[config.mk]
export PLATFORM = sky130hd
export DESIGN_NAME = servo_frame_parser_fletcher
export DESIGN_NICKNAME = d
export VERILOG_FILES = /design/src/rtl/sfp_pkg.sv /design/src/rtl/servo_frame_parser_fletcher.sv /design/src/rtl/sfp_store.sv /design/src/rtl/sfp_parser.sv /design/src/rtl/sfp_emit.sv
export SDC_FILE = /design/constraint.sdc
export NUM_CORES = 1
export LEC_CHECK = 0
export BUFFER_PORTS_ARGS = -buffer_cell sky130_fd_sc_hd__buf_2
export CAP_MARGIN = 20
export CORE_UTILIZATION = 40
export CTS_BUF_LIST = sky130_fd_sc_hd__clkbuf_4 sky130_fd_sc_hd__clkbuf_8 sky130_fd_sc_hd__clkbuf_16
export DETAILED_ROUTE_END_ITERATION = 7
export GPL_ROUTABILITY_DRIVEN = 0
export GPL_TIMING_DRIVEN = 0
export PLACE_DENSITY = 0.62
export REMOVE_ABC_BUFFERS = 1
export SLEW_MARGIN = 20
export SYNTH_ARGS = -nofsm -noshare
export SYNTH_HDL_FRONTEND = slang
export SYNTH_HIERARCHICAL = 1
export SYNTH_SLANG_ARGS = --single-unit
export TNS_END_PERCENT = 20
[constraint.sdc]
create_clock -name clock -period 5.81 [get_ports clock]
set_input_delay 1.162 -clock clock [delete_from_list [all_inputs] [get_ports clock]]
set_output_delay 1.162 -clock clock [all_outputs]
set_load 0.03 [all_outputs]
[src/rtl/sfp_pkg.sv]
`timescale 1ns / 1ps

package sfp_pkg;

   localparam int CHANNEL_W = 4;
   localparam int WIDTH_W   = 16;
   localparam int BYTE_W    = 8;

   localparam logic [BYTE_W-1:0] HDR_FULL_0  = 8'hFF;
   localparam logic [BYTE_W-1:0] HDR_FULL_1  = 8'hEE;
   localparam logic [BYTE_W-1:0] HDR_COUNT_0 = 8'hFE;
   localparam logic [BYTE_W-1:0] HDR_COUNT_1 = 8'hEF;

   typedef enum logic [6:0] {
      PH_IGNORE  = 7'b0000001,
      PH_HDR_EE  = 7'b0000010,
      PH_HDR_EF  = 7'b0000100,
      PH_COUNT   = 7'b0001000,
      PH_PAYLOAD = 7'b0010000,
      PH_CK_A    = 7'b0100000,
      PH_CK_B    = 7'b1000000
   } phase_type;

   typedef enum logic [2:0] {
      EM_IDLE = 3'b001,
      EM_READ = 3'b010,
      EM_LOAD = 3'b100
   } emit_state_type;

endpackage

[src/rtl/servo_frame_parser_fletcher.sv]
`timescale 1ns / 1ps
// Channel | Ports                                        | Direction
// req     | req_valid req_ready req_data_byte req_start_of_read | in
// rsp     | rsp_valid rsp_ready rsp_channel rsp_pulse_width rsp_last | out
//
// Bytes are taken while req_ready is high; widths go into a one-port-write, one-port-read
// memory of MAX_SERVOS entries as the low byte of each width arrives.
// A good checksum starts the readout: each result is a memory read, then a load
// of the output register; req_ready stays low until the last result is loaded.
// Reset is synchronous; the parser then ignores bytes until a start word.
// A stalled rsp_ready holds the readout in place; no result is dropped.

module servo_frame_parser_fletcher
   import sfp_pkg::*;
#(
   parameter int MAX_SERVOS = 8
) (
   input  logic                 clock,
   input  logic                 reset,
   input  logic                 req_valid,
   output logic                 req_ready,
   input  logic [BYTE_W-1:0]    req_data_byte,
   input  logic                 req_start_of_read,
   output logic                 rsp_valid,
   input  logic                 rsp_ready,
   output logic [CHANNEL_W-1:0] rsp_channel,
   output logic [WIDTH_W-1:0]   rsp_pulse_width,
   output logic                 rsp_last
);

   localparam int CW = $clog2(MAX_SERVOS + 1);
   localparam int AW = (MAX_SERVOS > 1) ? $clog2(MAX_SERVOS) : 1;

   logic               accept;
   logic               busy;
   logic               wr_en;
   logic [AW-1:0]      wr_addr;
   logic [WIDTH_W-1:0] wr_data;
   logic               rd_en;
   logic [AW-1:0]      rd_addr;
   logic [WIDTH_W-1:0] rd_data;
   logic               frame_ok;
   logic [CW-1:0]      frame_count;

   assign req_ready = !busy;
   assign accept    = req_valid && req_ready;

   sfp_parser #(
      .MAX_SERVOS (MAX_SERVOS),
      .CW         (CW),
      .AW         (AW)
   ) u_parser (
      .clock         (clock),
      .reset         (reset),
      .accept        (accept),
      .data_byte     (req_data_byte),
      .start_of_read (req_start_of_read),
      .wr_en         (wr_en),
      .wr_addr       (wr_addr),
      .wr_data       (wr_data),
      .frame_ok      (frame_ok),
      .frame_count   (frame_count)
   );

   sfp_store #(
      .DEPTH (MAX_SERVOS),
      .AW    (AW)
   ) u_store (
      .clock   (clock),
      .wr_en   (wr_en),
      .wr_addr (wr_addr),
      .wr_data (wr_data),
      .rd_en   (rd_en),
      .rd_addr (rd_addr),
      .rd_data (rd_data)
   );

   sfp_emit #(
      .CW (CW),
      .AW (AW)
   ) u_emit (
      .clock           (clock),
      .reset           (reset),
      .frame_ok        (frame_ok),
      .frame_count     (frame_count),
      .busy            (busy),
      .rd_en           (rd_en),
      .rd_addr         (rd_addr),
      .rd_data         (rd_data),
      .rsp_valid       (rsp_valid),
      .rsp_ready       (rsp_ready),
      .rsp_channel     (rsp_channel),
      .rsp_pulse_width (rsp_pulse_width),
      .rsp_last        (rsp_last)
   );

endmodule

[src/rtl/sfp_store.sv]
`timescale 1ns / 1ps

module sfp_store
   import sfp_pkg::*;
#(
   parameter int DEPTH = 8,
   parameter int AW    = 3
) (
   input  logic               clock,
   input  logic               wr_en,
   input  logic [AW-1:0]      wr_addr,
   input  logic [WIDTH_W-1:0] wr_data,
   input  logic               rd_en,
   input  logic [AW-1:0]      rd_addr,
   output logic [WIDTH_W-1:0] rd_data
);

   logic [WIDTH_W-1:0] mem_ff [DEPTH];
   logic [WIDTH_W-1:0] rd_data_ff;

   always_ff @(posedge clock) begin
      if (wr_en) begin
         mem_ff[wr_addr] <= wr_data;
      end
   end

   always_ff @(posedge clock) begin
      if (rd_en) begin
         rd_data_ff <= mem_ff[rd_addr];
      end
   end

   assign rd_data = rd_data_ff;

endmodule

[src/rtl/sfp_parser.sv]
`timescale 1ns / 1ps

module sfp_parser
   import sfp_pkg::*;
#(
   parameter int MAX_SERVOS = 8,
   parameter int CW         = 4,
   parameter int AW         = 3
) (
   input  logic               clock,
   input  logic               reset,
   input  logic               accept,
   input  logic [BYTE_W-1:0]  data_byte,
   input  logic               start_of_read,
   output logic               wr_en,
   output logic [AW-1:0]      wr_addr,
   output logic [WIDTH_W-1:0] wr_data,
   output logic               frame_ok,
   output logic [CW-1:0]      frame_count
);

   localparam int IW = $clog2(2 * MAX_SERVOS + 1);

   phase_type         phase_ff, phase_in;
   logic [IW-1:0]     index_ff, index_in;
   logic [CW-1:0]     count_ff, count_in;
   logic [BYTE_W-1:0] sum_a_ff, sum_a_in;
   logic [BYTE_W-1:0] sum_b_ff, sum_b_in;
   logic [BYTE_W-1:0] check_a_ff, check_a_in;
   logic [BYTE_W-1:0] high_ff, high_in;
   logic [BYTE_W-1:0] sum_a_next;
   logic [CW-1:0]     clamped;
   logic [IW:0]       index_next;
   logic [IW:0]       payload_len;

   assign sum_a_next  = sum_a_ff + data_byte;
   assign index_next  = {1'b0, index_ff} + (IW+1)'(1);
   assign payload_len = (IW+1)'({count_ff, 1'b0});
   assign clamped     = (data_byte > BYTE_W'(MAX_SERVOS)) ? CW'(MAX_SERVOS)
                                                          : CW'(data_byte);

   always_comb begin
      phase_in   = phase_ff;
      index_in   = index_ff;
      count_in   = count_ff;
      sum_a_in   = sum_a_ff;
      sum_b_in   = sum_b_ff;
      check_a_in = check_a_ff;
      high_in    = high_ff;
      wr_en      = 1'b0;
      frame_ok   = 1'b0;
      if (accept) begin
         if (start_of_read) begin
            if (data_byte == HDR_FULL_0) begin
               phase_in = PH_HDR_EE;
            end else if (data_byte == HDR_COUNT_0) begin
               phase_in = PH_HDR_EF;
            end else begin
               phase_in = PH_IGNORE;
            end
         end else begin
            case (phase_ff)
               PH_HDR_EE: begin
                  if (data_byte == HDR_FULL_1) begin
                     count_in = CW'(MAX_SERVOS);
                     index_in = '0;
                     sum_a_in = '0;
                     sum_b_in = '0;
                     phase_in = PH_PAYLOAD;
                  end else begin
                     phase_in = PH_IGNORE;
                  end
               end
               PH_HDR_EF: begin
                  phase_in = (data_byte == HDR_COUNT_1) ? PH_COUNT : PH_IGNORE;
               end
               PH_COUNT: begin
                  count_in = clamped;
                  index_in = '0;
                  sum_a_in = '0;
                  sum_b_in = '0;
                  phase_in = (clamped == '0) ? PH_IGNORE : PH_PAYLOAD;
               end
               PH_PAYLOAD: begin
                  // hold the high byte, write the whole width on the low byte
                  if (!index_ff[0]) begin
                     high_in = data_byte;
                  end else begin
                     wr_en = 1'b1;
                  end
                  sum_a_in = sum_a_next;
                  sum_b_in = sum_b_ff + sum_a_next;
                  index_in = index_next[IW-1:0];
                  if (index_next >= payload_len) begin
                     phase_in = PH_CK_A;
                  end
               end
               PH_CK_A: begin
                  check_a_in = data_byte;
                  phase_in   = PH_CK_B;
               end
               PH_CK_B: begin
                  frame_ok = (check_a_ff == sum_a_ff) && (data_byte == sum_b_ff);
                  phase_in = PH_IGNORE;
               end
               default: begin
                  phase_in = PH_IGNORE;
               end
            endcase
         end
      end
   end

   assign wr_addr     = index_ff[AW:1];
   assign wr_data     = {high_ff, data_byte};
   assign frame_count = count_ff;

   always_ff @(posedge clock) begin
      if (reset) begin
         phase_ff   <= PH_IGNORE;
         index_ff   <= '0;
         count_ff   <= '0;
         sum_a_ff   <= '0;
         sum_b_ff   <= '0;
         check_a_ff <= '0;
      end else begin
         phase_ff   <= phase_in;
         index_ff   <= index_in;
         count_ff   <= count_in;
         sum_a_ff   <= sum_a_in;
         sum_b_ff   <= sum_b_in;
         check_a_ff <= check_a_in;
      end
   end

   always_ff @(posedge clock) begin
      high_ff <= high_in;
   end

endmodule

[src/rtl/sfp_emit.sv]
`timescale 1ns / 1ps

module sfp_emit
   import sfp_pkg::*;
#(
   parameter int CW = 4,
   parameter int AW = 3
) (
   input  logic                 clock,
   input  logic                 reset,
   input  logic                 frame_ok,
   input  logic [CW-1:0]        frame_count,
   output logic                 busy,
   output logic                 rd_en,
   output logic [AW-1:0]        rd_addr,
   input  logic [WIDTH_W-1:0]   rd_data,
   output logic                 rsp_valid,
   input  logic                 rsp_ready,
   output logic [CHANNEL_W-1:0] rsp_channel,
   output logic [WIDTH_W-1:0]   rsp_pulse_width,
   output logic                 rsp_last
);

   emit_state_type       state_ff, state_in;
   logic [CW-1:0]        k_ff, k_in;
   logic [CW-1:0]        count_ff, count_in;
   logic                 valid_ff, valid_in;
   logic [CHANNEL_W-1:0] channel_ff, channel_in;
   logic [WIDTH_W-1:0]   width_ff, width_in;
   logic                 last_ff, last_in;
   logic [CW:0]          k_plus;
   logic                 out_free;

   assign k_plus   = {1'b0, k_ff} + (CW+1)'(1);
   assign out_free = !valid_ff || rsp_ready;

   always_comb begin
      state_in   = state_ff;
      k_in       = k_ff;
      count_in   = count_ff;
      valid_in   = valid_ff && !rsp_ready;
      channel_in = channel_ff;
      width_in   = width_ff;
      last_in    = last_ff;
      rd_en      = 1'b0;
      case (state_ff)
         EM_IDLE: begin
            if (frame_ok) begin
               count_in = frame_count;
               k_in     = '0;
               state_in = EM_READ;
            end
         end
         EM_READ: begin
            rd_en    = 1'b1;
            state_in = EM_LOAD;
         end
         EM_LOAD: begin
            // hold the read data until the output register frees up
            if (out_free) begin
               valid_in   = 1'b1;
               channel_in = CHANNEL_W'(k_plus);
               width_in   = rd_data;
               last_in    = (k_plus == {1'b0, count_ff});
               if (k_plus == {1'b0, count_ff}) begin
                  state_in = EM_IDLE;
               end else begin
                  k_in     = k_plus[CW-1:0];
                  state_in = EM_READ;
               end
            end
         end
         default: begin
            state_in = EM_IDLE;
         end
      endcase
   end

   assign busy            = (state_ff != EM_IDLE);
   assign rd_addr         = k_ff[AW-1:0];
   assign rsp_valid       = valid_ff;
   assign rsp_channel     = channel_ff;
   assign rsp_pulse_width = width_ff;
   assign rsp_last        = last_ff;

   always_ff @(posedge clock) begin
      if (reset) begin
         state_ff <= EM_IDLE;
         valid_ff <= 1'b0;
         k_ff     <= '0;
         count_ff <= '0;
      end else begin
         state_ff <= state_in;
         valid_ff <= valid_in;
         k_ff     <= k_in;
         count_ff <= count_in;
      end
   end

   always_ff @(posedge clock) begin
      channel_ff <= channel_in;
      width_ff   <= width_in;
      last_ff    <= last_in;
   end

endmodule

==> impl_metrics.py <==
metrics = {
    "run_status": {
        "run_status": "finished, final reports clean",
    },
    "worst_setup_path": {
        "rrSetupSlack_ps": 2100,
        "timing.rr.start": "u_emit/state_ff[0]$_SDFFE_PP1P_",
        "crit_path_start": "req_data_byte[0]",
        "setup.worst_path.end": "u_parser/sum_b_ff[7]$_SDFFE_PP0P_",
        "crit_fanout": 16,
        "r2r_cells": 9,
        "reg2reg_to": "u_store/mem_ff[0][6]$_DFFE_PP_",
        "setup.worst_path.end_class": "register",
        "worstPathRequired_ps": 6160,
        "start_kind": "input pin",
        "crit_arrival_ps": 4100,
        "worstSetupPathType": "in -> reg",
    },
    "yosys": {
        "synth.area.top_cells": "edfxtp_1, dfxtp_1, mux4_1",
        "synthFlopType": "edfxtp_1",
        "syn_area_um2": 9640,
        "synth.distinct_cells": 56,
        "synth.most_common_cell": "edfxtp_1",
        "synthAdderAreaFrac_pct": 3.01,
        "netlist_instances": 643,
        "ys_ff_latch": 225,
        "synth_xor_area_share_pct": 3.52,
        "synthSimpleGateAreaFrac_pct": 8.79,
        "synth_top_area_share_pct": 53.9,
        "synthesis.yosys.warnings": 6,
        "synthArstFlopShare_pct": 0,
        "synth_top_family_by_area": "multiplexers",
        "synth_mux_area_share_pct": 11.9,
        "synth_compound_area_share_pct": 4.96,
        "yosysTopAreaCell": "edfxtp_1",
        "synth-edff-count": 173,
        "ys_seq_area_share_pct": 64.7,
        "synth_common_cells": "edfxtp_1, nor2_1, dfxtp_1",
        "avgSynthCellArea_um2": 15.0,
    },
    "clock_network": {
        "insertion_delay_ps": 510,
        "cts_setup_buffers": 0,
        "cts_buffers": 24,
        "postCtsHoldBufs": 0,
        "post_cts_resized": 0,
        "clk_pin_slew_worst_paths_ps": 60,
        "clockBufferDepth": 3,
        "cts-root-buf": "clkbuf_16",
        "htreeDepth": 1,
        "cts_sinks": 225,
        "cts_tree": "done",
    },
    "drt": {
        "routed_wl_mm": 18.5,
        "wl_per_cell_um": 18.2,
        "num_vias": 5313,
        "first_pass_iters": 4,
        "final_antenna_net_count": 0,
        "drt-initial-drc-count": 350,
        "post-route-drc-count": 0,
        "vias_per_cell": 5.24,
    },
    "place": {
        "io_buffers": 35,
        "place_area_um2": 10200,
        "hpwl_mm": 12.3,
    },
    "power_and_ir_drop": {
        "ir_drop_mv": 0.175,
        "p_comb_share_pct": 1.5,
        "p_per_area_nw_per_um2": 305,
        "p_int_w": 0.00273,
        "seq_power_share_pct": 50.9,
        "power_switching_w": 0.000642,
        "switching_share_pct": 19.0,
        "p_leak_nw": 3.76,
        "pwr-share-clk_pct": 47.6,
    },
    "global_route": {
        "grt_max_degree": 52,
        "overflow": 0,
        "grt_pass1_wl_mm": 29.1,
        "grt_use_total_pct": 15.6,
        "antenna_found_initial": 0,
        "grt_pass1_vias": 5384,
    },
    "finish": {
        "drive_gt1_share_pct": 18.6,
        "final_area_um2": 11000,
        "area_growth_pct": 14.6,
        "utilization_pct": 46.9,
        "fin_nets": 712,
        "antenna_cells": 0,
    },
    "sta": {
        "hold_viol": 0,
        "finalCriticalPeriod_ps": 3750,
        "slew_viol_final": 0,
        "rsz0062_at_grt": "false",
        "worst_pin_slew_ps": 1060,
        "holdWs_ps": 416,
        "setup_violations": 0,
        "skew_ps": 11.6,
        "post-route-period-util_pct": 64.5,
        "timing.slew.headroom_pct": 29.3,
        "max_freq_mhz": 267,
    },
    "job": {
        "drv_cap": 0,
    },
    "floorplanning": {
        "dieArea_um2": 24700,
        "fp.dieW_um": 157,
        "die_h_um": 157,
        "fp-row-count": 56,
        "io_pins": 36,
        "start_util_pct": 40.9,
        "coreArea_um2": 23500,
    },
    "worst_hold_path": {
        "hp-class": "reg -> reg",
    },
}
-- registers in the layout, indices dropped and copies added, names as in the netlist, 5 cells and up --
name	flops
u_store/mem_ff	128
u_emit/rsp_pulse_width	16
u_store/rd_data	16
u_parser/check_a_ff	8
u_parser/high_ff	8
u_parser/sum_a_ff	8
u_parser/sum_b_ff	8
u_parser/phase_ff	7
u_parser/index_ff	5
-- area by class of cell --
class                           instances  area [um2]
Fill cell                            2030       12500
Multi-Input combinational cell        365        3140
Sequential cell                       225        6240
Clock inverter                         13         183
Tap cell                              319         399
Inverter                               13        48.8
Clock buffer                           31         671
Timing Repair Buffer                   48         365
-- stage by stage --
step | TNS, ps | total power (W) | setup slack (ps) | std cells
after floorplan | 0 | 0.00177 | 1910 | 603
after global placement | -147 | 0.00180 | -10.1 | 957
after detailed placement | 0 | 0.00180 | 1550 | 970
after CTS | 0 | 0.00341 | 2070 | 1014
after global routing | 0 | 0.00348 | 1890 | 1014
final | 0 | 0.00337 | 2060 | 1014
-- how the worst min path moves through the flow --
stage / from / endpoint / slack [ps] / depth (start not counted)
floorplan: u_store/rd_data[0]$_DFFE_PP_ / u_emit/rsp_pulse_width[0]$_DFFE_PP_ / 400 / 0
global placement: u_store/rd_data[0]$_DFFE_PP_ / u_emit/rsp_pulse_width[0]$_DFFE_PP_ / 400 / 0
detailed placement: u_store/rd_data[11]$_DFFE_PP_ / u_emit/rsp_pulse_width[11]$_DFFE_PP_ / 410 / 0
CTS: u_store/rd_data[14]$_DFFE_PP_ / u_emit/rsp_pulse_width[14]$_DFFE_PP_ / 420 / 0
global route: u_store/rd_data[8]$_DFFE_PP_ / u_emit/rsp_pulse_width[8]$_DFFE_PP_ / 430 / 0
finish: u_store/rd_data[14]$_DFFE_PP_ / u_emit/rsp_pulse_width[14]$_DFFE_PP_ / 420 / 0
-- cells by family after synthesis --
group	after synthesis
flip-flops	225
AND/OR/NAND/NOR	169
AO/OA/AOI/OAI	75
multiplexers	62
buffers and inverters	53
XOR/XNOR	37
adder cells (fa/ha/maj)	22
-- critical path, cell delays in order --
cell and delay [ps]:
buf_2 220, ha_1 290, fa_1 420, a21o_1 170, a21oi_1 230, xnor2_1 190, ha_1 310, o21a_1 130
o31a_1 120, o41ai_1 400, xnor2_1 190, mux2i_1 190, a21oi_1 70
-- routing by layer --
layer / vias to the layer above / global-route usage [%] / wire length, um
met4: 0 / 5.22 / 440
met5: - / 0 / 0
met2: 93 / 28.0 / 9510
met1: 2663 / 19.1 / 7990
met3: 37 / 2.23 / 568
li1: 2520 / - / -
-- power by group through the flow --
stage | Combinational (W) | Clock (W) | Sequential [W]
6_report | 0.0000497 | 0.00161 | 0.00172
2_1_floorplan | 0.0000212 | 0 | 0.00175
5_1_grt | 0.0000553 | 0.00171 | 0.00172
3_5_place_dp | 0.0000501 | 0 | 0.00175
4_1_cts | 0.0000502 | 0.00165 | 0.00172
3_3_place_gp | 0.0000481 | 0 | 0.00175
-- cell usage in the layout (no fill, tap or decap), types with 4 or more instances in the layout --
cell and count:
ha_1 20, a21oi_1 35, buf_2 35, mux2_2 17
mux4_1 28, nor4_1 6, mux4_2 4, nand4_1 7
nor2_1 47, dfxtp_1 50, buf_8 5, xnor2_1 25
buf_6 6, nor2b_1 10, xor2_1 11, nand3_1 16
nor2_2 8, nand2b_1 9, clkbuf_4 6, a22oi_1 5
nand2_1 29, clkbuf_16 25, or3_1 5, inv_1 13
a21o_1 7, and3_1 4, bufinv_16 4, nor3_1 7
mux2i_1 13, edfxtp_1 173
Power figures use the tool's default switching activity.
